[config.mk]
export PLATFORM = sky130hd
export DESIGN_NAME = mpsfc_ram
export DESIGN_NICKNAME = d
export VERILOG_FILES = /design/src/design/multi_pass_sphere_frustum_cull_defines.svh /design/src/design/mpsfc_ram.sv
export SDC_FILE = /design/constraint.sdc
export NUM_CORES = 1
export LEC_CHECK = 0
export BUFFER_PORTS_ARGS = -buffer_cell sky130_fd_sc_hd__buf_2
export CORE_UTILIZATION = 50
export CTS_CLUSTER_DIAMETER = 200
export DETAILED_ROUTE_END_ITERATION = 12
export PLACE_DENSITY = 0.66
export SETUP_SLACK_MARGIN = 0.2
export SLEW_MARGIN = 25
export SYNTH_ARGS = -nofsm -noshare
export SYNTH_HDL_FRONTEND = slang
export SYNTH_SLANG_ARGS = --single-unit
[constraint.sdc]
create_clock -name clk -period 4.5 [get_ports clk]
set_input_delay 0.675 -clock clk [delete_from_list [all_inputs] [get_ports clk]]
set_output_delay 0.675 -clock clk [all_outputs]
set_load 0.03 [all_outputs]
[src/design/multi_pass_sphere_frustum_cull_defines.svh]
// Assertion macros for the sphere frustum cull block.
`ifndef MULTI_PASS_SPHERE_FRUSTUM_CULL_DEFINES_SVH
`define MULTI_PASS_SPHERE_FRUSTUM_CULL_DEFINES_SVH
`ifndef SYNTHESIS
`define MPSFC_ASSERT_IMP(label, clk, rst_n, a, c) \
  label: assert property (@(posedge clk) disable iff (!rst_n) (a) |-> (c)) \
    else $error("assertion failed");
`define MPSFC_ASSERT_NXT(label, clk, rst_n, a, c) \
  label: assert property (@(posedge clk) disable iff (!rst_n) (a) |=> (c)) \
    else $error("assertion failed");
`else
`define MPSFC_ASSERT_IMP(label, clk, rst_n, a, c)
`define MPSFC_ASSERT_NXT(label, clk, rst_n, a, c)
`endif
`endif

[src/design/mpsfc_ram.sv]
`timescale 1ns / 1ps
module mpsfc_ram #(
  parameter int WIDTH = 32,
  parameter int DEPTH = 16
) (
  input  logic                     clk,
  input  logic                     we,
  input  logic [$clog2(DEPTH)-1:0] waddr,
  input  logic [WIDTH-1:0]         wdata,
  input  logic [$clog2(DEPTH)-1:0] raddr,
  output logic [WIDTH-1:0]         rdata
);
  logic [WIDTH-1:0] mem [DEPTH];
  always_ff @(posedge clk) begin
    if (we) begin
      mem[waddr] <= wdata;
    end
    rdata <= mem[raddr];
  end
endmodule

## Word level (Yosys, flattened, before mapping)

Memory sizes are Yosys's and may differ from the RTL's. A register that Yosys moved wholly into a read port is not among the register bits.
Index checks and enable logic that the tools add are counted.

- Output and inout port bits: 32
- Bits of input ports: 42
- RAM bits: 512
- Register bits: 0
- Memories: 1
- Word-level logic and storage cells: 3

Memories:

| name | words | bits a word | rd ports | clocked after memory_dff | wr ports | RTL line | text |
|---|---|---|---|---|---|---|---|
| mem | 16 | 32 | 1 | 1 | 1 | mpsfc_ram.sv:13 | `logic [WIDTH-1:0] mem [DEPTH];` |

- Multiplexer cells: 2

Operators with widths:

| cell | count |
|---|---|
| $mux W1 | 2 |

## Depth between registers and ports, before layout

Gate-level depths: netlist of the first run.

- Depth after elaboration: 2
- Gate-level depth with buffers: 5

## Worst setup path before layout of the first run

OpenSTA, ideal clock, no wires.

- Path type: input -> register
- Start point: input port waddr[2]
- End point: memory mem[0][0], enable pin
- Arrival: 3,393 ps
- Setup time: 461 ps
- Slack: 645 ps
- Data required time: 4,039 ps
- Stages on the path: 2
- Buffers on the path: 0
- Path through: or3b_2 nor3_1

RTL lines:

| item | RTL line | text |
|---|---|---|
| start, declared | mpsfc_ram.sv:8 | `input logic [$clog2(DEPTH)-1:0] waddr,` |
| end, declared | mpsfc_ram.sv:13 |  |

Straight into the memory's write port.

## Final worst setup path of the first run

- Start point: input port waddr[2]
- End point: memory mem[9][1], enable pin

Straight into the memory's write port.

==> flow_metrics.env, run 1 <==
export IMPL_status="finished clean"
export IMPL_cp_arrival_ps=2410
export IMPL_multi_input_area_um2=3750
export IMPL_grt_pass1_wl_mm=59.4
export IMPL_via_per_inst=5.86
export IMPL_start_util_pct=51.0
export IMPL_wl_mm=39.6
export IMPL_cts_buffers=54
export IMPL_layout_common_cells="edfxtp_1, mux4_2, buf_2, a22oi_1, clkbuf_16"
export IMPL_grt_usage_pct=20.0
export IMPL_syn2layout_area_growth_pct=15.2
export IMPL_postCtsSetupBuffers=0
export IMPL_syn_nets=880
export IMPL_first_pass_iters=5
export IMPL_setup_viol=0
export IMPL_die_w_um=201
export IMPL_initialDrtViolationCount=827
export IMPL_clock_latency_ps=570
export IMPL_critical_path_required_ps=4730
export IMPL_syn_inst=838
export IMPL_clockRootBuffer="clkbuf_16"
export IMPL_finalClockSkew_ps=12.8
export IMPL_hold_class="in2reg"
export IMPL_wl_per_cell_um=26.2
export IMPL_drcViolationCount=0
export IMPL_ys_ff_latch=544
export IMPL_grt_remaining_overflow=0
export IMPL_ys_seq_area_share_pct=80.7
export IMPL_syn_cell_area_um2=19900
export IMPL_path_max_fanout=19
export IMPL_syn_avg_cell_area_um2=23.7
export IMPL_ios=74
export IMPL_clk_pin_slew_ps=60
export IMPL_cts_max_path_buffers=3
export IMPL_dr_total_vias=8868
export IMPL_drive_gt1_share_pct=33.4
export IMPL_hpwl_mm=21.6
export IMPL_fin_nets=993
export IMPL_worstHoldStart="wdata[22]"
export IMPL_cpMaxStageDelayCell="nor2_4"
export IMPL_antenna_left=0
export IMPL_final_common_cell="edfxtp_1"
export IMPL_cp_start_kind="primary input"
export IMPL_coreArea_um2=38900
export IMPL_finalSetupTns_ps=0
export IMPL_cts_hold_buf=0
export IMPL_antenna_found_initial=1
export IMPL_holdPathEnd="mem[12][22]"
export IMPL_area_sequential_um2=16000
export IMPL_leakage_nw=7.37
export IMPL_gp_congestion=0.697
export IMPL_rsz0062_at_grt="false"
export IMPL_h_tree_depth=2
export IMPL_antenna_cells=0
export IMPL_pre_cts_ws_ps=1690
export IMPL_timing_final_crit_share_pct=48.4
export IMPL_yosys_cell_types_count=18
export IMPL_cts_tree="yes"
export IMPL_die_y_um=201
export IMPL_r2r_end="rdata[9]"
export IMPL_ys_warn_count=0
export IMPL_critical_path_class="in2reg"
export IMPL_cp_end_kind="register"
export IMPL_timing_fmax_mhz=459
export IMPL_numClockSinks=544
export IMPL_hold_depth=1
export IMPL_maxCapViolations=0
export IMPL_crit_path_cell_trace="buf_2 -> nand3b_1 -> nor2_4 -> buf_4"
export IMPL_timing_final_ws_setup_ps=2320
export IMPL_slew_headroom_pct=31.3
export IMPL_crit_reg2reg_launch="mem[1][9]"
export IMPL_ctsResizeCount=0
export IMPL_slew_viol_final=0
export IMPL_grt_pass1_vias=9319
export IMPL_die_area_um2=40500
export IMPL_critPathBufInv=2
export IMPL_worstMarginPinSlew_ps=1030
export IMPL_hold_viol_final=0
export IMPL_grt_max_degree=60
export IMPL_cp_top_family="simple AND/OR/NAND/NOR gates"
export IMPL_nFillCells=2786
export IMPL_ir_worst_vdd_v=0.000282
export IMPL_rrSetupSlack_ps=3080
export IMPL_slowest_delay_ps=810
export IMPL_core_rowCount=72
export IMPL_period_needed_ps=2180
export IMPL_pwr_density_cell_nw_per_um2=466
export IMPL_io_buffer_count=73
export IMPL_rr_worst_depth=3
[report_power, final]
| group | internal (mW) | leakage [nW] | switching, mW |
|---|---|---|---|
| combinational | 0.208 | 1.60 | 0.346 |
| clock | 2.60 | 0.866 | 1.81 |
| sequential | 5.66 | 4.89 | 0.0339 |
| total | 8.48 | 7.37 | 2.19 |
[cells in the mapped netlist (all sizes together)]
master	instances	share of area, %
edfxtp	512	77
mux4	128	15
a22oi	64	2.4
nand2	33	0.62
dfxtp	32	3.2
buf	26	0.80
clkbuf	17	0.32
nor2	13	0.25
nor3	4	0.10
nand2b	2	0.063
nand3b	2	0.076
nor2b	2	0.063
and2	1	0.032
nand3	1	0.025
or3b	1	0.044
[cell type report]
class                      instances  area share (%)
tap                              518            2.83
timing repair buffer             100            3.01
sequential                       544            70.0
multi-input combinational        251            16.4
clock buffer                      76            6.71
clock inverter                    24            1.01
[per-stage QoR]
step	instance area, um2	total power, mW	hold WS [ps]	util (%)	instances
after detailed placement	21100	6.37	657	54.2	1413
final	22900	10.7	477	58.8	1513
after global routing	22900	11.0	472	58.8	1513
after CTS	22900	10.8	449	58.8	1513
after global placement	21000	6.35	650	53.9	1408
after floorplan	19900	6.14	635	-	838
[cell families (layout without fill, tap and decap cells)]
family	count (synthesis)	after routing	synth area share, %
flip-flops	544	544	80.7
multiplexers	128	128	14.5
AO/OA/AOI/OAI	64	64	2.42
AND/OR/NAND/NOR	59	59	1.27
buffers and inverters	43	200	1.12
[sequential cells by signal, indices dropped and copies added (netlist names)]
register,flops
mem,512
rdata,32
[worst max-delay path by stage]
stage                         from        end  slack (ps)  depth (start not counted)
after detailed placement  raddr[0]  rdata[30]        1690                          5
after floorplan           waddr[2]  mem[0][0]         650                          2
after CTS                 raddr[0]  rdata[30]        2290                          5
after global routing      raddr[0]  rdata[30]        2160                          5
after global placement    raddr[0]  rdata[17]        1680                          5
final                     waddr[2]  mem[9][1]        2320                          4
[metal layers]
metal / track usage (%) / part of all wire, % / vias to the layer above / wire, um
li1: - / - / 3795 / -
met1: 30.2 / 45 / 4757 / 17700
met2: 31.0 / 47 / 268 / 18800
met3: 3.58 / 6.3 / 46 / 2480
met4: 4.36 / 1.5 / 2 / 576
met5: 0 / 0.023 / - / 9
Power figures use the tool's default switching activity.
==> run 2: changes to the inputs <==
clock period = 2.2 ns   (was 4.5 ns; I/O delays follow)
==> run 2 against run 1 <==
Routed wire length up 4.0%; setup slack worse by 1700 ps; worst hold slack worse by 390 ps; via count up 3.1%; sequential power up 110%; critical path depth down 3; sequential share of layout area down 1.6 points.
==> flow_metrics.env, run 2 (synthesized netlist as in run 1, its figures left out) <==
export IMPL_clk_pin_slew_ps=60
export IMPL_hold_class="in2reg"
export IMPL_worstHoldStart="wdata[30]"
export IMPL_cts_tree="yes"
export IMPL_ios=74
export IMPL_cp_arrival_ps=1240
export IMPL_wl_per_cell_um=26.6
export IMPL_wl_mm=41.2
export IMPL_pwr_density_cell_nw_per_um2=937
export IMPL_leakage_nw=7.62
export IMPL_io_buffer_count=73
export IMPL_setup_viol=0
export IMPL_finalClockSkew_ps=17.4
export IMPL_via_per_inst=5.92
export IMPL_drcViolationCount=0
export IMPL_largest_register_ffs=512
export IMPL_hold_depth=1
export IMPL_clock_latency_ps=610
export IMPL_ir_worst_vdd_v=0.000668
export IMPL_rr_worst_depth=3
export IMPL_grt_max_degree=39
export IMPL_status="finished clean"
export IMPL_drive_gt1_share_pct=35.1
export IMPL_power_share_clock_pct=41.3
export IMPL_clockRootBuffer="clkbuf_16"
export IMPL_timing_fmax_mhz=637
export IMPL_place_area_um2=21600
export IMPL_cts_hold_buf=0
export IMPL_hpwl_mm=23.1
export IMPL_grt_usage_pct=20.9
export IMPL_worstMarginPinSlew_ps=1060
export IMPL_period_needed_ps=1570
export IMPL_die_y_um=201
export IMPL_cpMaxStageDelayCell="dfxtp_1"
export IMPL_path_max_fanout=1
export IMPL_slew_headroom_pct=29.2
export IMPL_core_rowCount=72
export IMPL_cts_max_path_buffers=3
export IMPL_grt_pass1_wl_mm=61.2
export IMPL_timing_final_ws_setup_ps=630
export IMPL_fin_nets=1026
export IMPL_coreArea_um2=38900
export IMPL_first_pass_iters=7
export IMPL_cp_start_kind="register"
export IMPL_grt_remaining_overflow=0
export IMPL_critical_path_class="reg2out"
export IMPL_cp_depth=1
export IMPL_initialDrtViolationCount=711
export IMPL_start_util_pct=51.0
export IMPL_layout_common_cells="edfxtp_1, mux4_2, buf_2, a22oi_1, clkbuf_16"
export IMPL_cp_end_kind="output port"
export IMPL_switching_share_pct=20.9
export IMPL_ctsResizeCount=0
export IMPL_stdcell_area_um2=23400
export IMPL_antenna_left=0
export IMPL_slowest_delay_ps=400
export IMPL_startpoint="rdata[16]"
export IMPL_reg_largest_list="mem: 512 flops, rdata: 32 flops"
export IMPL_cts_buffers=54
export IMPL_hold_viol_final=0
export IMPL_cp_top_family="flip-flops"
export IMPL_postCtsSetupBuffers=0
export IMPL_crit_reg2reg_launch="mem[11][6]"
export IMPL_holdWs_ps=91.4
export IMPL_die_area_um2=40500
export IMPL_h_tree_depth=2
export IMPL_gp_congestion=0.723
export IMPL_pre_cts_ws_ps=295
export IMPL_antenna_cells=0
export IMPL_grt_pass1_vias=9525
export IMPL_numClockSinks=544
export IMPL_critical_path_required_ps=1870
export IMPL_seqPwrFrac_pct=53.2
export IMPL_combPwrFrac_pct=5.5
export IMPL_finalSetupTns_ps=0
export IMPL_crit_path_cell_trace="buf_2"
export IMPL_dr_total_vias=9144
export IMPL_final_common_cell="edfxtp_1"
export IMPL_rsz0062_at_grt="false"
export IMPL_top_register="mem"
export IMPL_slew_viol_final=0
export IMPL_syn2layout_area_growth_pct=17.8
export IMPL_maxCapViolations=0
export IMPL_die_w_um=201
export IMPL_critPathBufInv=1
export IMPL_p_switching_mw=4.57
export IMPL_antenna_found_initial=3
export IMPL_timing_final_crit_share_pct=71.4
export IMPL_p_int_mw=17.3
==> run 2: cell types whose count changed in the layout (fill, tap and decap cells not counted), sizes merged <==
| cell | delta |
|---|---|
| buf | +33 |
| clkbuf | -4 |
| clkinv | +4 |
| clkinvlp | -3 |
| inv | +2 |
==> run 2: power groups by stage <==
stage / combinational [mW] / clock (mW) / sequential [mW]
6_report: 1.20 / 9.06 / 11.7
3_5_place_dp: 1.21 / 0 / 11.9
2_1_floorplan: 0.560 / 0 / 12.0
4_1_cts: 1.21 / 9.24 / 11.7
5_1_grt: 1.28 / 9.62 / 11.7
3_3_place_gp: 1.19 / 0 / 11.9
==> run 2: routing by layer <==
| metal | GRT usage, % | wire [um] | share of wire, % |
|---|---|---|---|
| met2 | 33.3 | 19900 | 48 |
| met1 | 30.2 | 17800 | 43 |
| met5 | 0 | 35 | 0.085 |
| met4 | 4.98 | 769 | 1.9 |
| met3 | 4.20 | 2630 | 6.4 |
==> run 2: cell type report <==
cell class	instances	area, um2
clock inverter	27	278
timing repair buffer	133	1180
fill	2746	15500
tap	518	648
multi-input combinational	251	3780
sequential	544	16000
clock buffer	72	1500
==> run 2: path summary, 6_finish.rpt <==
path | to | slack (ps)
setup / recovery | rdata[16] | 630
hold / removal | mem[12][30] | 90
setup reg to reg | rdata[6] | 870
hold reg to reg | rdata[21] | 670
==> run 2: metrics by stage <==
step / std cells / utilization [%] / total power, mW
floorplan: 838 / - / 12.6
global placement: 1446 / 55.5 / 13.1
detailed placement: 1446 / 55.5 / 13.1
CTS: 1545 / 60.1 / 22.1
global route: 1545 / 60.1 / 22.6
finish: 1545 / 60.1 / 21.9
==> run 3: changes to the inputs <==
ABC_AREA = 1   (was default)
PLACE_DENSITY = 0.68   (was 0.66)
clock period = 1.26 ns   (was 2.2 ns; I/O delays follow)
==> run 3 against run 2 <==
The flow now finishes with violations (setup timing); worst hold slack got worse by 45 ps; sequential cell count did not move; design area rose by 16%; die area rose by 14%; clock skew rose by 3.9 ps; sequential power rose by 74%; critical path type unchanged; largest cell class unchanged.
==> flow_metrics.env, run 3 <==
export IMPL_cp_end_kind="output port"
export IMPL_via_per_inst=5.13
export IMPL_rsz0062_at_grt="true"
export IMPL_reg_largest_list="mem: 512 flops, rdata: 32 flops"
export IMPL_initialDrtViolationCount=1567
export IMPL_cts_tree="yes"
export IMPL_timing_final_ws_setup_ps=-47.6
export IMPL_syn_nets=2162
export IMPL_combPwrFrac_pct=7.8
export IMPL_largest_register_ffs=512
export IMPL_coreArea_um2=44500
export IMPL_status="finished with violations"
export IMPL_syn_inst=2120
export IMPL_cpMaxStageDelayCell="dfxtp_4"
export IMPL_grt_pass1_vias=14835
export IMPL_yosys_top_cells_area="edfxtp_1, nand2_1, nand3_1, inv_1, dfxtp_1"
export IMPL_netlist_top_cells_count="nand2_1, edfxtp_1, inv_1, nand3_1, buf_2"
export IMPL_nFillCells=3481
export IMPL_clockRootBuffer="clkbuf_16"
export IMPL_h_tree_depth=2
export IMPL_p_int_mw=30.8
export IMPL_finalClockSkew_ps=21.4
export IMPL_ys_ff_latch=544
export IMPL_final_core_util_pct=61.2
export IMPL_worstMarginPinSlew_ps=383
export IMPL_grt_pass1_wl_mm=84.5
export IMPL_numClockSinks=544
export IMPL_clock_latency_ps=610
export IMPL_crit_path_cell_trace="buf_6"
export IMPL_slowest_delay_ps=370
export IMPL_antenna_left=0
export IMPL_cp_top_family="flip-flops"
export IMPL_wl_per_cell_um=18.5
export IMPL_start_util_pct=51.1
export IMPL_syn_avg_cell_area_um2=10.7
export IMPL_hpwl_mm=33.2
export IMPL_cts_buffers=53
export IMPL_cp_start_kind="register"
export IMPL_ir_worst_vdd_v=0.00136
export IMPL_clk_pin_slew_ps=60
export IMPL_cts_max_path_buffers=3
export IMPL_power_share_clock_pct=40.8
export IMPL_finalSetupTns_ps=-190
export IMPL_die_y_um=215
export IMPL_die_area_um2=46300
export IMPL_antenna_cells=0
export IMPL_critical_path_class="reg2out"
export IMPL_grt_usage_pct=23.9
export IMPL_yosysMostFrequentCell="nand2_1"
export IMPL_fin_nets=2327
export IMPL_critPathBufInv=1
export IMPL_syn2layout_area_growth_pct=19.8
export IMPL_holdWs_ps=46.4
export IMPL_ys_warn_count=0
export IMPL_die_w_um=215
export IMPL_ys_seq_area_share_pct=70.5
export IMPL_cp_arrival_ps=1120
export IMPL_place_inst=2791
export IMPL_syn_cell_area_um2=22700
export IMPL_core_rowCount=77
export IMPL_switching_share_pct=22.3
export IMPL_grt_max_degree=51
export IMPL_path_max_fanout=1
export IMPL_yosysTopAreaCell="edfxtp_1"
export IMPL_slew_viol_final=0
export IMPL_slew_headroom_pct=74.5
export IMPL_period_needed_ps=1310
export IMPL_top_register="mem"
export IMPL_synth_flop_cell="edfxtp_1"
export IMPL_maxCapViolations=0
export IMPL_io_buffer_count=73
export IMPL_critical_path_required_ps=1070
export IMPL_synthArstFlopShare_pct=0
export IMPL_pwr_density_cell_nw_per_um2=1460
export IMPL_dr_total_vias=14993
export IMPL_yosys_cell_types_count=15
export IMPL_gp_congestion=0.843
export IMPL_yosysTopAreaCellShare_pct=67.6
export IMPL_leakage_nw=11.6
export IMPL_seqPwrFrac_pct=51.4
export IMPL_hold_class="in2reg"
export IMPL_timing_fmax_mhz=765
export IMPL_setup_viol=10
export IMPL_layout_common_cells="nand2_1, edfxtp_1, inv_1, nand3_1, buf_4"
export IMPL_first_pass_iters=7
export IMPL_final_cells=2921
export IMPL_final_common_cell="nand2_1"
export IMPL_drive_gt1_share_pct=14.5
export IMPL_ios=74
export IMPL_antenna_found_initial=1
export IMPL_grt_remaining_overflow=0
export IMPL_p_switching_mw=8.83
export IMPL_synth_edff_count=512
export IMPL_violations="setup timing"
export IMPL_timing_final_crit_share_pct=104
export IMPL_wl_mm=54.1
export IMPL_hold_viol_final=0
export IMPL_stdcell_area_um2=27200
export IMPL_drcViolationCount=0
export IMPL_place_area_um2=24900
-- run 3: cell types whose count changed after synthesis, sizes merged, moves of 4 or more --
cell	previous run	this run
nand2	33	677
nor3	4	0
nor2	13	17
inv	0	390
a22oi	64	0
mux4	128	0
buf	26	91
nand3	1	385
-- run 3: final timing paths --
check             cells past startpoint         end         from  slack, ps
setup / recovery                      1   rdata[10]    rdata[10]        -50
hold / removal                        1  mem[2][24]    wdata[24]         50
setup reg to reg                      6   rdata[31]  mem[12][31]        280
hold reg to reg                       6   rdata[11]   mem[2][11]        660
-- run 3: through the flow --
stage / worst slack (ps) / power [mW]
2_1_floorplan: -266 / 22.4
3_5_place_dp: -137 / 23.6
5_1_grt: -83.8 / 40.9
4_1_cts: -79.7 / 39.9
6_report: -47.6 / 39.7
3_3_place_gp: -115 / 23.5
-- run 3: cell families (layout without fill, tap and decap cells) --
family	Yosys count	in the layout	share of synthesized area, %
flip-flops	544	544	70.5
AND/OR/NAND/NOR	1081	1081	20.0
buffers and inverters	495	704	9.54
-- run 3: layer usage --
layer,GRT usage (%),wire [um],vias up
met5,0,12,-
met4,8.42,1510,2
met3,3.81,3630,112
met2,39.7,26600,558
met1,31.9,22300,7138
li1,-,-,7183
-- run 3: power by group through the flow --
| stage | sequential (mW) | clock [mW] | combinational [mW] |
|---|---|---|---|
| after detailed placement | 20.7 | 0 | 2.85 |
| after floorplan | 20.9 | 0 | 1.42 |
| after CTS | 20.4 | 16.5 | 3.08 |
| after global routing | 20.4 | 17.1 | 3.35 |
| after global placement | 20.7 | 0 | 2.81 |
| final | 20.4 | 16.2 | 3.08 |
-- run 3: repair_timing --
item | 4_1_cts | 5_1_grt
resized for setup | 100 | 11
endpoints found under the hold margin | 483 | 0
buffers inserted | 0 | 0
endpoints found under the setup margin | 32 | 42
hold buffers | 31 | 0
pin swaps | 0 | 2
-- run 3: cell type report --
| class | count | area (um2) | area share [%] |
|---|---|---|---|
| Timing Repair Buffer | 215 | 2410 | 8.84 |
| Tap cell | 592 | 741 | 2.72 |
| Inverter | 390 | 1480 | 5.43 |
| Clock inverter | 27 | 289 | 1.06 |
| Sequential cell | 544 | 16100 | 59.0 |
| Multi-Input combinational cell | 1081 | 4770 | 17.5 |
| Clock buffer | 72 | 1490 | 5.46 |
